### src/rcs_pkg.sv
`timescale 1ns / 1ps
`default_nettype none
// ---------------------------------------------------------------------------
// rcs_pkg
// Types and codes shared by the record chain scanner: result word layout,
// record kinds, failure codes and header byte constants.
// ---------------------------------------------------------------------------
package rcs_pkg;

	// record kinds
	localparam logic [1:0] KIND_MEMBER   = 2'd0;
	localparam logic [1:0] KIND_COMPLETE = 2'd1;
	localparam logic [1:0] KIND_FAILURE  = 2'd2;

	// failure codes
	localparam logic [2:0] ERR_NONE       = 3'd0;
	localparam logic [2:0] ERR_NOT_EXE    = 3'd1;
	localparam logic [2:0] ERR_TOO_SMALL  = 3'd2;
	localparam logic [2:0] ERR_NO_CHAIN   = 3'd3;
	localparam logic [2:0] ERR_MEMBERS    = 3'd4;
	localparam logic [2:0] ERR_PROBES     = 3'd5;
	localparam logic [2:0] ERR_CANDIDATES = 3'd6;

	// header classification
	typedef enum logic [1:0] {
		HDR_INVALID,
		HDR_MEMBER,
		HDR_END
	} hdr_kind_t;

	// header bytes
	localparam logic [7:0] TAG_B0   = 8'h41;
	localparam logic [7:0] TAG_B1   = 8'h52;
	localparam logic [7:0] TAG_B2   = 8'h4E;
	localparam logic [7:0] TAG_B3   = 8'h49;
	localparam logic [7:0] NG_LO    = 8'h4E;
	localparam logic [7:0] NG_HI    = 8'h47;
	localparam logic [7:0] CHAR_CR  = 8'h0D;
	localparam logic [7:0] CHAR_LF  = 8'h0A;
	localparam logic [7:0] CHAR_M   = 8'h4D;
	localparam logic [7:0] CHAR_Z   = 8'h5A;

	localparam int WIN_HIST = 9;

	typedef struct packed {
		logic [1:0]  kind;
		logic [31:0] header_offset;
		logic [31:0] packed_size;
		logic [23:0] unpacked_size;
		logic [31:0] chain_end;
		logic [2:0]  error_code;
		logic        run_end;
	} result_t;

endpackage
`default_nettype wire

### src/record_chain_scanner.sv
`timescale 1ns / 1ps
`default_nettype none
// ---------------------------------------------------------------------------
// record_chain_scanner
// Streaming locator of a tagged record chain inside a carrier file.
// ---------------------------------------------------------------------------
// Usage:
//   Write carrier_size on the cfg channel (cfg_valid/cfg_ready/cfg_data)
//   before the first byte. Feed the carrier one byte per word on the input
//   channel (in_valid/in_ready), is_last_byte set on its final byte.
//   Each result word (member, chain complete or failure) leaves on the
//   output channel (out_valid/out_ready); run_end marks the last result
//   caused by one byte.
//   Throughput: one byte per cycle while in_ready is high. The header check runs on a ten-byte
//   window (nine held bytes plus the incoming one) in the accept cycle.
//   Each result is registered into the FIFO at the edge that accepts its byte.
//   Results queue in a four-word output FIFO; in_ready drops while three or
//   more words wait, so a stalled receiver backs the input up after three
//   pending results without losing or repeating any word.
//   Reset clears all scan state, the FIFO and carrier_size. After a
//   completion or failure further bytes are taken and ignored until reset.
// ---------------------------------------------------------------------------
module record_chain_scanner #(
	parameter int MAX_MEMBERS       = 65536,
	parameter int MAX_TAG_PROBES    = 65536,
	parameter int MAX_CANDIDATES    = 64,
	parameter int MIN_CARRIER_BYTES = 82,
	parameter int OFFSET_BITS       = 32
) (
	input  wire logic        clk,
	input  wire logic        arst_n,
	input  wire logic        cfg_valid,
	output logic             cfg_ready,
	input  wire logic [31:0] cfg_data,
	input  wire logic        in_valid,
	output logic             in_ready,
	input  wire logic [7:0]  byte_value,
	input  wire logic        is_last_byte,
	output logic             out_valid,
	input  wire logic        out_ready,
	output logic [1:0]       record_kind,
	output logic [31:0]      header_offset,
	output logic [31:0]      packed_size,
	output logic [23:0]      unpacked_size,
	output logic [31:0]      chain_end,
	output logic [2:0]       error_code,
	output logic             run_end
);

	localparam int OB  = OFFSET_BITS;
	localparam int WB  = ((OB > 32) ? OB : 32) + 1;
	localparam int MW  = $clog2(MAX_MEMBERS + 1);
	localparam int PW  = $clog2(MAX_TAG_PROBES + 1);
	localparam int CW  = $clog2(MAX_CANDIDATES + 1);

	// scan state
	logic [31:0]   carrier_q;
	logic [7:0]    win_q [rcs_pkg::WIN_HIST];
	logic [OB-1:0] pos_q;
	logic          exe_ok_q;
	logic          chain_open_q;
	logic [OB-1:0] open_hdr_q;
	logic [23:0]   open_unp_q;
	logic [OB-1:0] chain_start_q;
	logic [OB-1:0] next_allowed_q;
	logic [MW-1:0] members_q;
	logic [PW-1:0] probes_q;
	logic [CW-1:0] cands_q;
	logic          done_q;

	// output FIFO
	rcs_pkg::result_t fifo_q [4];
	logic [1:0]       rd_ptr_q;
	logic [1:0]       wr_ptr_q;
	logic [2:0]       count_q;

	// byte evaluation
	logic [7:0]          w [10];
	logic                accept;
	logic                pop;
	logic [OB-1:0]       p;
	logic [WB-1:0]       p_ext;
	logic                judge;
	logic                tag_hit;
	rcs_pkg::hdr_kind_t  hkind;
	logic [31:0]         size_word;
	logic [WB-1:0]       packed_ext;
	logic [WB-1:0]       end_ext;
	logic [WB-1:0]       hdr_ext;
	logic [WB-1:0]       start_ext;
	logic [PW-1:0]       probes_inc;
	logic [CW-1:0]       cands_inc;
	logic [MW-1:0]       members_inc;

	logic                exe_ok_d;
	logic                chain_open_d;
	logic [OB-1:0]       open_hdr_d;
	logic [23:0]         open_unp_d;
	logic [OB-1:0]       chain_start_d;
	logic [OB-1:0]       next_allowed_d;
	logic [MW-1:0]       members_d;
	logic [PW-1:0]       probes_d;
	logic [CW-1:0]       cands_d;
	logic                done_d;
	rcs_pkg::result_t    r0;
	rcs_pkg::result_t    r1;
	logic [1:0]          n_res;

	assign cfg_ready = 1'b1;
	assign in_ready  = (count_q <= 3'd2);
	assign accept    = in_valid & in_ready;
	assign out_valid = (count_q != 3'd0);
	assign pop       = out_valid & out_ready;

	always_comb begin
		for (int i = 0; i < rcs_pkg::WIN_HIST; i++) begin
			w[i] = win_q[i];
		end
		w[9] = byte_value;
	end

	// header judged at p = pos - 9
	assign p          = pos_q - OB'(9);
	assign p_ext      = WB'(p);
	assign judge      = exe_ok_q && (pos_q >= OB'(9)) && (pos_q != {OB{1'b1}})
		&& (p >= next_allowed_q) && ((p_ext + WB'(10)) <= WB'(carrier_q));
	assign tag_hit    = (w[0] == rcs_pkg::TAG_B0) && (w[1] == rcs_pkg::TAG_B1)
		&& (w[2] == rcs_pkg::TAG_B2) && (w[3] == rcs_pkg::TAG_B3);
	assign size_word  = {w[7], w[6], w[5], w[4]};
	assign hdr_ext    = WB'(open_hdr_q);
	assign start_ext  = WB'(chain_start_q);
	assign packed_ext = p_ext - (hdr_ext + WB'(8));
	assign end_ext    = p_ext + WB'(10);
	assign probes_inc  = probes_q + PW'(1);
	assign cands_inc   = cands_q + CW'(1);
	assign members_inc = members_q + MW'(1);

	// classify the window's trailing six bytes
	always_comb begin
		if ((w[4] == rcs_pkg::TAG_B0) && (w[5] == rcs_pkg::TAG_B1)
				&& (w[6] == rcs_pkg::TAG_B2) && (w[7] == rcs_pkg::TAG_B3)) begin
			hkind = ((w[8] == rcs_pkg::CHAR_CR) && (w[9] == rcs_pkg::CHAR_LF))
				? rcs_pkg::HDR_END : rcs_pkg::HDR_INVALID;
		end else if ((w[4] == rcs_pkg::NG_LO) && (w[5] == rcs_pkg::NG_HI)) begin
			hkind = rcs_pkg::HDR_INVALID;
		end else if ((size_word != 32'd0) && (size_word[31:24] == 8'd0)) begin
			hkind = rcs_pkg::HDR_MEMBER;
		end else begin
			hkind = rcs_pkg::HDR_INVALID;
		end
	end

	// per-byte scan step: next state and up to two results
	always_comb begin
		rcs_pkg::result_t fail_r;
		rcs_pkg::result_t last_r;

		fail_r                = '0;
		fail_r.kind           = rcs_pkg::KIND_FAILURE;
		last_r                = '0;
		exe_ok_d       = exe_ok_q;
		chain_open_d   = chain_open_q;
		open_hdr_d     = open_hdr_q;
		open_unp_d     = open_unp_q;
		chain_start_d  = chain_start_q;
		next_allowed_d = next_allowed_q;
		members_d      = members_q;
		probes_d       = probes_q;
		cands_d        = cands_q;
		done_d         = done_q;
		r0             = '0;
		r1             = '0;
		n_res          = 2'd0;

		if (!done_q) begin
			if (pos_q == OB'(0)) begin
				if (carrier_q < 32'(MIN_CARRIER_BYTES)) begin
					r0            = fail_r;
					r0.error_code = rcs_pkg::ERR_TOO_SMALL;
					n_res         = 2'd1;
					done_d        = 1'b1;
				end
			end else if (pos_q == OB'(1)) begin
				if ((w[8] == rcs_pkg::CHAR_M) && (w[9] == rcs_pkg::CHAR_Z)) begin
					exe_ok_d = 1'b1;
				end else begin
					r0            = fail_r;
					r0.error_code = rcs_pkg::ERR_NOT_EXE;
					n_res         = 2'd1;
					done_d        = 1'b1;
				end
			end else if (judge && tag_hit) begin
				if (hkind == rcs_pkg::HDR_INVALID) begin
					probes_d = probes_inc;
					if (probes_inc >= PW'(MAX_TAG_PROBES)) begin
						r0            = fail_r;
						r0.error_code = rcs_pkg::ERR_PROBES;
						n_res         = 2'd1;
						done_d        = 1'b1;
					end
				end else if (!chain_open_q) begin
					if (hkind == rcs_pkg::HDR_END) begin
						// early end record: failed candidate, resume one byte on
						cands_d        = cands_inc;
						probes_d       = '0;
						next_allowed_d = p + OB'(1);
						if (cands_inc >= CW'(MAX_CANDIDATES)) begin
							r0            = fail_r;
							r0.error_code = rcs_pkg::ERR_CANDIDATES;
							n_res         = 2'd1;
							done_d        = 1'b1;
						end
					end else begin
						chain_open_d   = 1'b1;
						chain_start_d  = p;
						members_d      = '0;
						open_hdr_d     = p;
						open_unp_d     = size_word[23:0];
						next_allowed_d = p + OB'(9);
						probes_d       = '0;
					end
				end else begin
					// close the open member
					r0.kind          = rcs_pkg::KIND_MEMBER;
					r0.header_offset = hdr_ext[31:0];
					r0.packed_size   = packed_ext[31:0];
					r0.unpacked_size = open_unp_q;
					n_res            = 2'd1;
					members_d        = members_inc;
					if (members_inc >= MW'(MAX_MEMBERS)) begin
						r1            = fail_r;
						r1.error_code = rcs_pkg::ERR_MEMBERS;
						n_res         = 2'd2;
						done_d        = 1'b1;
					end else if (hkind == rcs_pkg::HDR_END) begin
						r1.kind          = rcs_pkg::KIND_COMPLETE;
						r1.header_offset = start_ext[31:0];
						r1.chain_end     = end_ext[31:0];
						n_res            = 2'd2;
						done_d           = 1'b1;
					end else begin
						open_hdr_d     = p;
						open_unp_d     = size_word[23:0];
						next_allowed_d = p + OB'(9);
						probes_d       = '0;
					end
				end
			end

			// input ends without a completed chain
			if (!done_d && is_last_byte) begin
				last_r            = fail_r;
				last_r.error_code = exe_ok_d ? rcs_pkg::ERR_NO_CHAIN : rcs_pkg::ERR_NOT_EXE;
				done_d            = 1'b1;
				if (n_res == 2'd0) begin
					r0    = last_r;
					n_res = 2'd1;
				end else begin
					r1    = last_r;
					n_res = 2'd2;
				end
			end

			if (n_res == 2'd1) begin
				r0.run_end = 1'b1;
			end else if (n_res == 2'd2) begin
				r1.run_end = 1'b1;
			end
		end
	end

	// config register
	always_ff @(posedge clk or negedge arst_n) begin
		if (!arst_n) begin
			carrier_q <= '0;
		end else if (cfg_valid && cfg_ready) begin
			carrier_q <= cfg_data;
		end
	end

	// scan state: advance on every accepted byte until the scan is done
	always_ff @(posedge clk or negedge arst_n) begin
		if (!arst_n) begin
			for (int i = 0; i < rcs_pkg::WIN_HIST; i++) begin
				win_q[i] <= '0;
			end
			pos_q          <= '0;
			exe_ok_q       <= 1'b0;
			chain_open_q   <= 1'b0;
			open_hdr_q     <= '0;
			open_unp_q     <= '0;
			chain_start_q  <= '0;
			next_allowed_q <= OB'(2);
			members_q      <= '0;
			probes_q       <= '0;
			cands_q        <= '0;
			done_q         <= 1'b0;
		end else if (accept && !done_q) begin
			for (int i = 0; i < rcs_pkg::WIN_HIST; i++) begin
				win_q[i] <= w[i+1];
			end
			if (pos_q != {OB{1'b1}}) begin
				pos_q <= pos_q + OB'(1);
			end
			exe_ok_q       <= exe_ok_d;
			chain_open_q   <= chain_open_d;
			open_hdr_q     <= open_hdr_d;
			open_unp_q     <= open_unp_d;
			chain_start_q  <= chain_start_d;
			next_allowed_q <= next_allowed_d;
			members_q      <= members_d;
			probes_q       <= probes_d;
			cands_q        <= cands_d;
			done_q         <= done_d;
		end
	end

	// output FIFO: push up to two words, pop one
	always_ff @(posedge clk or negedge arst_n) begin
		if (!arst_n) begin
			rd_ptr_q <= '0;
			wr_ptr_q <= '0;
			count_q  <= '0;
		end else begin
			if (pop) begin
				rd_ptr_q <= rd_ptr_q + 2'd1;
			end
			if (accept) begin
				wr_ptr_q <= wr_ptr_q + n_res;
			end
			count_q <= count_q + (accept ? {1'b0, n_res} : 3'd0) - {2'b00, pop};
		end
	end

	always_ff @(posedge clk) begin
		if (accept && (n_res != 2'd0)) begin
			fifo_q[wr_ptr_q] <= r0;
		end
		if (accept && (n_res == 2'd2)) begin
			fifo_q[wr_ptr_q + 2'd1] <= r1;
		end
	end

	assign record_kind   = fifo_q[rd_ptr_q].kind;
	assign header_offset = fifo_q[rd_ptr_q].header_offset;
	assign packed_size   = fifo_q[rd_ptr_q].packed_size;
	assign unpacked_size = fifo_q[rd_ptr_q].unpacked_size;
	assign chain_end     = fifo_q[rd_ptr_q].chain_end;
	assign error_code    = fifo_q[rd_ptr_q].error_code;
	assign run_end       = fifo_q[rd_ptr_q].run_end;

endmodule
`default_nettype wire

### config.mk
export PLATFORM = sky130hd
export DESIGN_NAME = record_chain_scanner
export DESIGN_NICKNAME = d
export VERILOG_FILES = /design/src/rcs_pkg.sv /design/src/record_chain_scanner.sv
export SDC_FILE = /design/constraint.sdc
export NUM_CORES = 1
export LEC_CHECK = 0
export BUFFER_PORTS_ARGS = -buffer_cell sky130_fd_sc_hd__buf_2
export CAP_MARGIN = 25
export CORE_ASPECT_RATIO = 0.9
export CORE_MARGIN = 5
export CORE_UTILIZATION = 30
export DETAILED_ROUTE_END_ITERATION = 12
export HOLD_SLACK_MARGIN = 0.08
export SYNTH_ARGS = -nofsm -noshare
export SYNTH_HDL_FRONTEND = slang
export SYNTH_SLANG_ARGS = --single-unit
### constraint.sdc
create_clock -name clk -period 11.3 [get_ports clk]
set_input_delay 1.13 -clock clk [delete_from_list [all_inputs] [get_ports clk]]
set_output_delay 1.13 -clock clk [all_outputs]
set_load 0.01 [all_outputs]
==> run_results.csv <==
group,metric,value,unit
clock_tree,cts_tree,"yes",
sta,setup_violations,0,
setup_path,path_class,"register to register",
power_and_ir_drop,powerDensity,144,nW/um2
clock_tree,cts_sinks,811,
detailed_routing,firstDrtPassIters,5,
synth,ys_warn_count,0,
global_routing,grt_util_all_layers,0.169,
detailed_routing,ant_nets,0,
sta,worstMarginPinSlew,1.07,ns
clock_tree,cts_root_buf,"clkbuf_16",
setup_path,r2r_cells,25,
clock_tree,htreeDepth,3,
placement,gp_congestion,0.911,
placement,port_buffers,173,
setup_path,start_kind,"register",
synth,yosys-top-cells-count,"nand2_1, o21ai_0, dfrtp_1",
setup_path,crit_start,"pos_q[0]$_DFFE_PN0P_",
layout,n_antenna_cell,0,
power_and_ir_drop,clock_power_share,0.443,
layout,area_growth,13.6,%
clock_tree,post_cts_buffers,0,
synth,synth-edff-count,280,
global_routing,grtUsageMet3,0.0307,
power_and_ir_drop,intPower,0.00491,W
global_routing,grt_max_degree,148,
global_routing,busiest_layer,"met2",
sta,holdWs,0.459,ns
sta,finalCritPeriodShare,0.814,
global_routing,grt_pass1_wl,186000,um
synth,yosysMostFrequentCell,"nand2_1",
power_and_ir_drop,ir_drop,0.102,mV
clock_tree,clock_latency,0.71,ns
placement,dp.final_hpwl,82400,um
sta,clock_skew,0.0685,ns
setup_path,required,11.63,ns
global_routing,antenna_found_initial,2,
setup_path,worst_setup_path_end_kind,"register",
sta,max_slew_margin,0.277,
synth,netlist_instances,3879,
power_and_ir_drop,power_switching,0.00165,W
synth,ys.flop_type,"dfrtp_1",
setup_path,endpoint,"fifo_q[3][119]$_DFFE_PP_",
global_routing,met2_usage,0.254,
synth,yosys.area.top_type,"edfxtp_1",
flow_run,drv_cap,0,
sta,setup_tns,0,ns
floorplan,rows,127,
outcome,status,"completed",
sta,hold_viol_final,0,
power_and_ir_drop,pwr-share-seq,0.474,
global_routing,grt-ovfl-total,0,
power_and_ir_drop,swShare,0.252,
clock_tree,hold_buffers,0,
layout,final_nets,4135,
power_and_ir_drop,leakage,16.6,nW
synth,synth_async_sr_flop_share,0.379,
clock_tree,numCtsBuffers,86,
floorplan,coreArea,133000,um2
detailed_routing,vias_per_cell,5.28,
detailed_routing,wl,123000,um
layout,drive_gt1_frac,0.143,
sta,min_period,9.20,ns
global_routing,grt_use_met1,0.252,
floorplan,start_util,0.302,
synth,yosysSeqAreaShare,0.512,
sta,slew_viol_final,0,
synth,synth_area,40200,um2
power_and_ir_drop,p_comb_frac,0.083,
floorplan,die_y,357,um
detailed_routing,wl_per_cell,21.3,um
setup_path,r2r_start,"pos_q[0]$_DFFE_PN0P_",
floorplan,die_w,396,um
setup_path,cp_max_fo,21,
synth,ys_types,95,
detailed_routing,drc,0,
clock_tree,cts_resized,0,
setup_path,cp_data_arrival_time,9.53,ns
detailed_routing,initialDrtViolationCount,2799,
synth,synth_seq_cells,811,
synth,synthesis.nets,4064,
clock_tree,cts_max_path_buffers,3,
setup_path,ff2ff_setup_slack,2.10,ns
synth,syn_avg_cell_area,10.4,um2
sta,fmax,109,MHz
synth,synth.area.top_cells,"edfxtp_1, dfrtp_1, dfxtp_1, mux4_2, nand2_1",
floorplan,dieArea,141000,um2
floorplan,io_pins,175,
clock_tree,path_clk_slew,0.06,ns
setup_path,r2r-end,"fifo_q[3][119]$_DFFE_PP_",
detailed_routing,vias,30468,
sta,rsz0062_at_grt,"false",
synth,yosys.area.top_type_share,0.209,
global_routing,grt_pass1_vias,29126,
hold_path,min_path_type,"register to register",
==> state kept, by name (all words and copies together), names as in the netlist, 3 cells and up <==
signal,cells
members_q,17
size_word,32
chain_start_q,32
next_allowed_q,32
carrier_q,32
open_hdr_q,32
w,40
cands_q,7
count_q,3
probes_q,17
open_unp_q,24
pos_q,32
fifo_q,504
==> kinds of logic (layout without fill, tap and decap cells) <==
kind of cell	Yosys count	count (layout)	share of synthesized area
other	1	1	0.0000933
AO/OA/AOI/OAI	758	758	0.119
XOR/XNOR	159	159	0.0353
flip-flops	811	811	0.512
buffers and inverters	455	600	0.0486
AND/OR/NAND/NOR	1394	1394	0.161
multiplexers	161	161	0.0802
adder cells (fa/ha/maj)	140	140	0.0439
==> how the worst min path moves through the flow <==
stage / from / end / depth (start not counted)
detailed placement: fifo_q[2][82]$_SDFFE_PP0P_ / fifo_q[2][82]$_SDFFE_PP0P_ / 2
floorplan: fifo_q[1][89]$_SDFFE_PP0N_ / fifo_q[1][89]$_SDFFE_PP0N_ / 2
finish: fifo_q[2][89]$_SDFFE_PP0P_ / fifo_q[2][89]$_SDFFE_PP0P_ / 2
CTS: fifo_q[2][82]$_SDFFE_PP0P_ / fifo_q[2][82]$_SDFFE_PP0P_ / 2
global placement: fifo_q[2][84]$_SDFFE_PP0P_ / fifo_q[2][84]$_SDFFE_PP0P_ / 2
global route: fifo_q[2][87]$_SDFFE_PP0P_ / fifo_q[2][87]$_SDFFE_PP0P_ / 2
==> per-stage QoR <==
step | area, um2 | instances | util | total power (W) | setup WS [ns]
3_3_place_gp | 42600 | 5597 | 0.320 | 0.00370 | 2.46
3_5_place_dp | 42700 | 5600 | 0.320 | 0.00371 | 2.28
6_report | 45700 | 5765 | 0.343 | 0.00656 | 2.10
4_1_cts | 45600 | 5762 | 0.342 | 0.00662 | 2.22
5_1_grt | 45700 | 5765 | 0.343 | 0.00679 | 1.31
2_1_floorplan | 40200 | 3879 | - | 0.00352 | 0.102
==> cell usage in the layout (no fill, tap or decap), drive strengths merged, types with 12 or more instances in the layout <==
cell,instances
nand2,545
o21ai,432
dfrtp,306
nand3,292
edfxtp,280
nor2,242
buf,227
dfxtp,224
inv,212
ha,137
o2bb2ai,136
mux4,126
clkbuf,124
xnor2,122
nor3,73
a21oi,57
nand4,43
xor2,37
or3,35
nor4,32
mux2,29
clkinv,29
o31ai,20
nand2b,19
and3,18
a21o,17
nor2b,14
and2,12
o22ai,12
or4,12
==> layer usage <==
layer,wire (um),vias to the layer above
li1,-,14080
met1,57300,15121
met2,54000,1116
met3,9050,151
met4,2490,0
met5,0,-
==> worst max-delay path: stages (launching register included) <==
cell and delay (ns):
dfrtp_1 0.74, inv_1 0.23, ha_1 0.29, nand2b_1 0.32, nand2_1 0.24, xor2_1 0.47, inv_1 0.20, nor2_1 0.21
nand2_1 0.12, nor3_1 0.75, nand2_1 0.30, nor2_1 0.21, xnor2_1 0.18, inv_1 0.07, ha_1 0.31, nand3_1 0.10
nor4_1 0.47, nor3b_1 0.33, nor2_1 0.09, nand3_1 0.12, nand3_1 0.11, a211oi_2 0.52, a31o_1 0.62, o21ai_0 0.41
a21oi_4 0.90, buf_4 0.47
==> final cells by class <==
cell class	instances	area [um2]
Clock buffer	124	2470
Clock inverter	38	450
Fill cell	13344	87500
Inverter	211	792
Multi-Input combinational cell	2613	17800
Sequential cell	811	20600
Tap cell	1741	2180
Timing Repair Buffer	227	1420
==> power groups by stage <==
stage	registers [W]	clock network, W	logic (W)
6_report	0.00311	0.00291	0.000543
5_1_grt	0.00312	0.00308	0.000585
4_1_cts	0.00311	0.00297	0.000538
3_5_place_dp	0.00317	0	0.000540
3_3_place_gp	0.00317	0	0.000527
2_1_floorplan	0.00310	0	0.000418
Note: power is estimated with default switching activity, not from simulation.
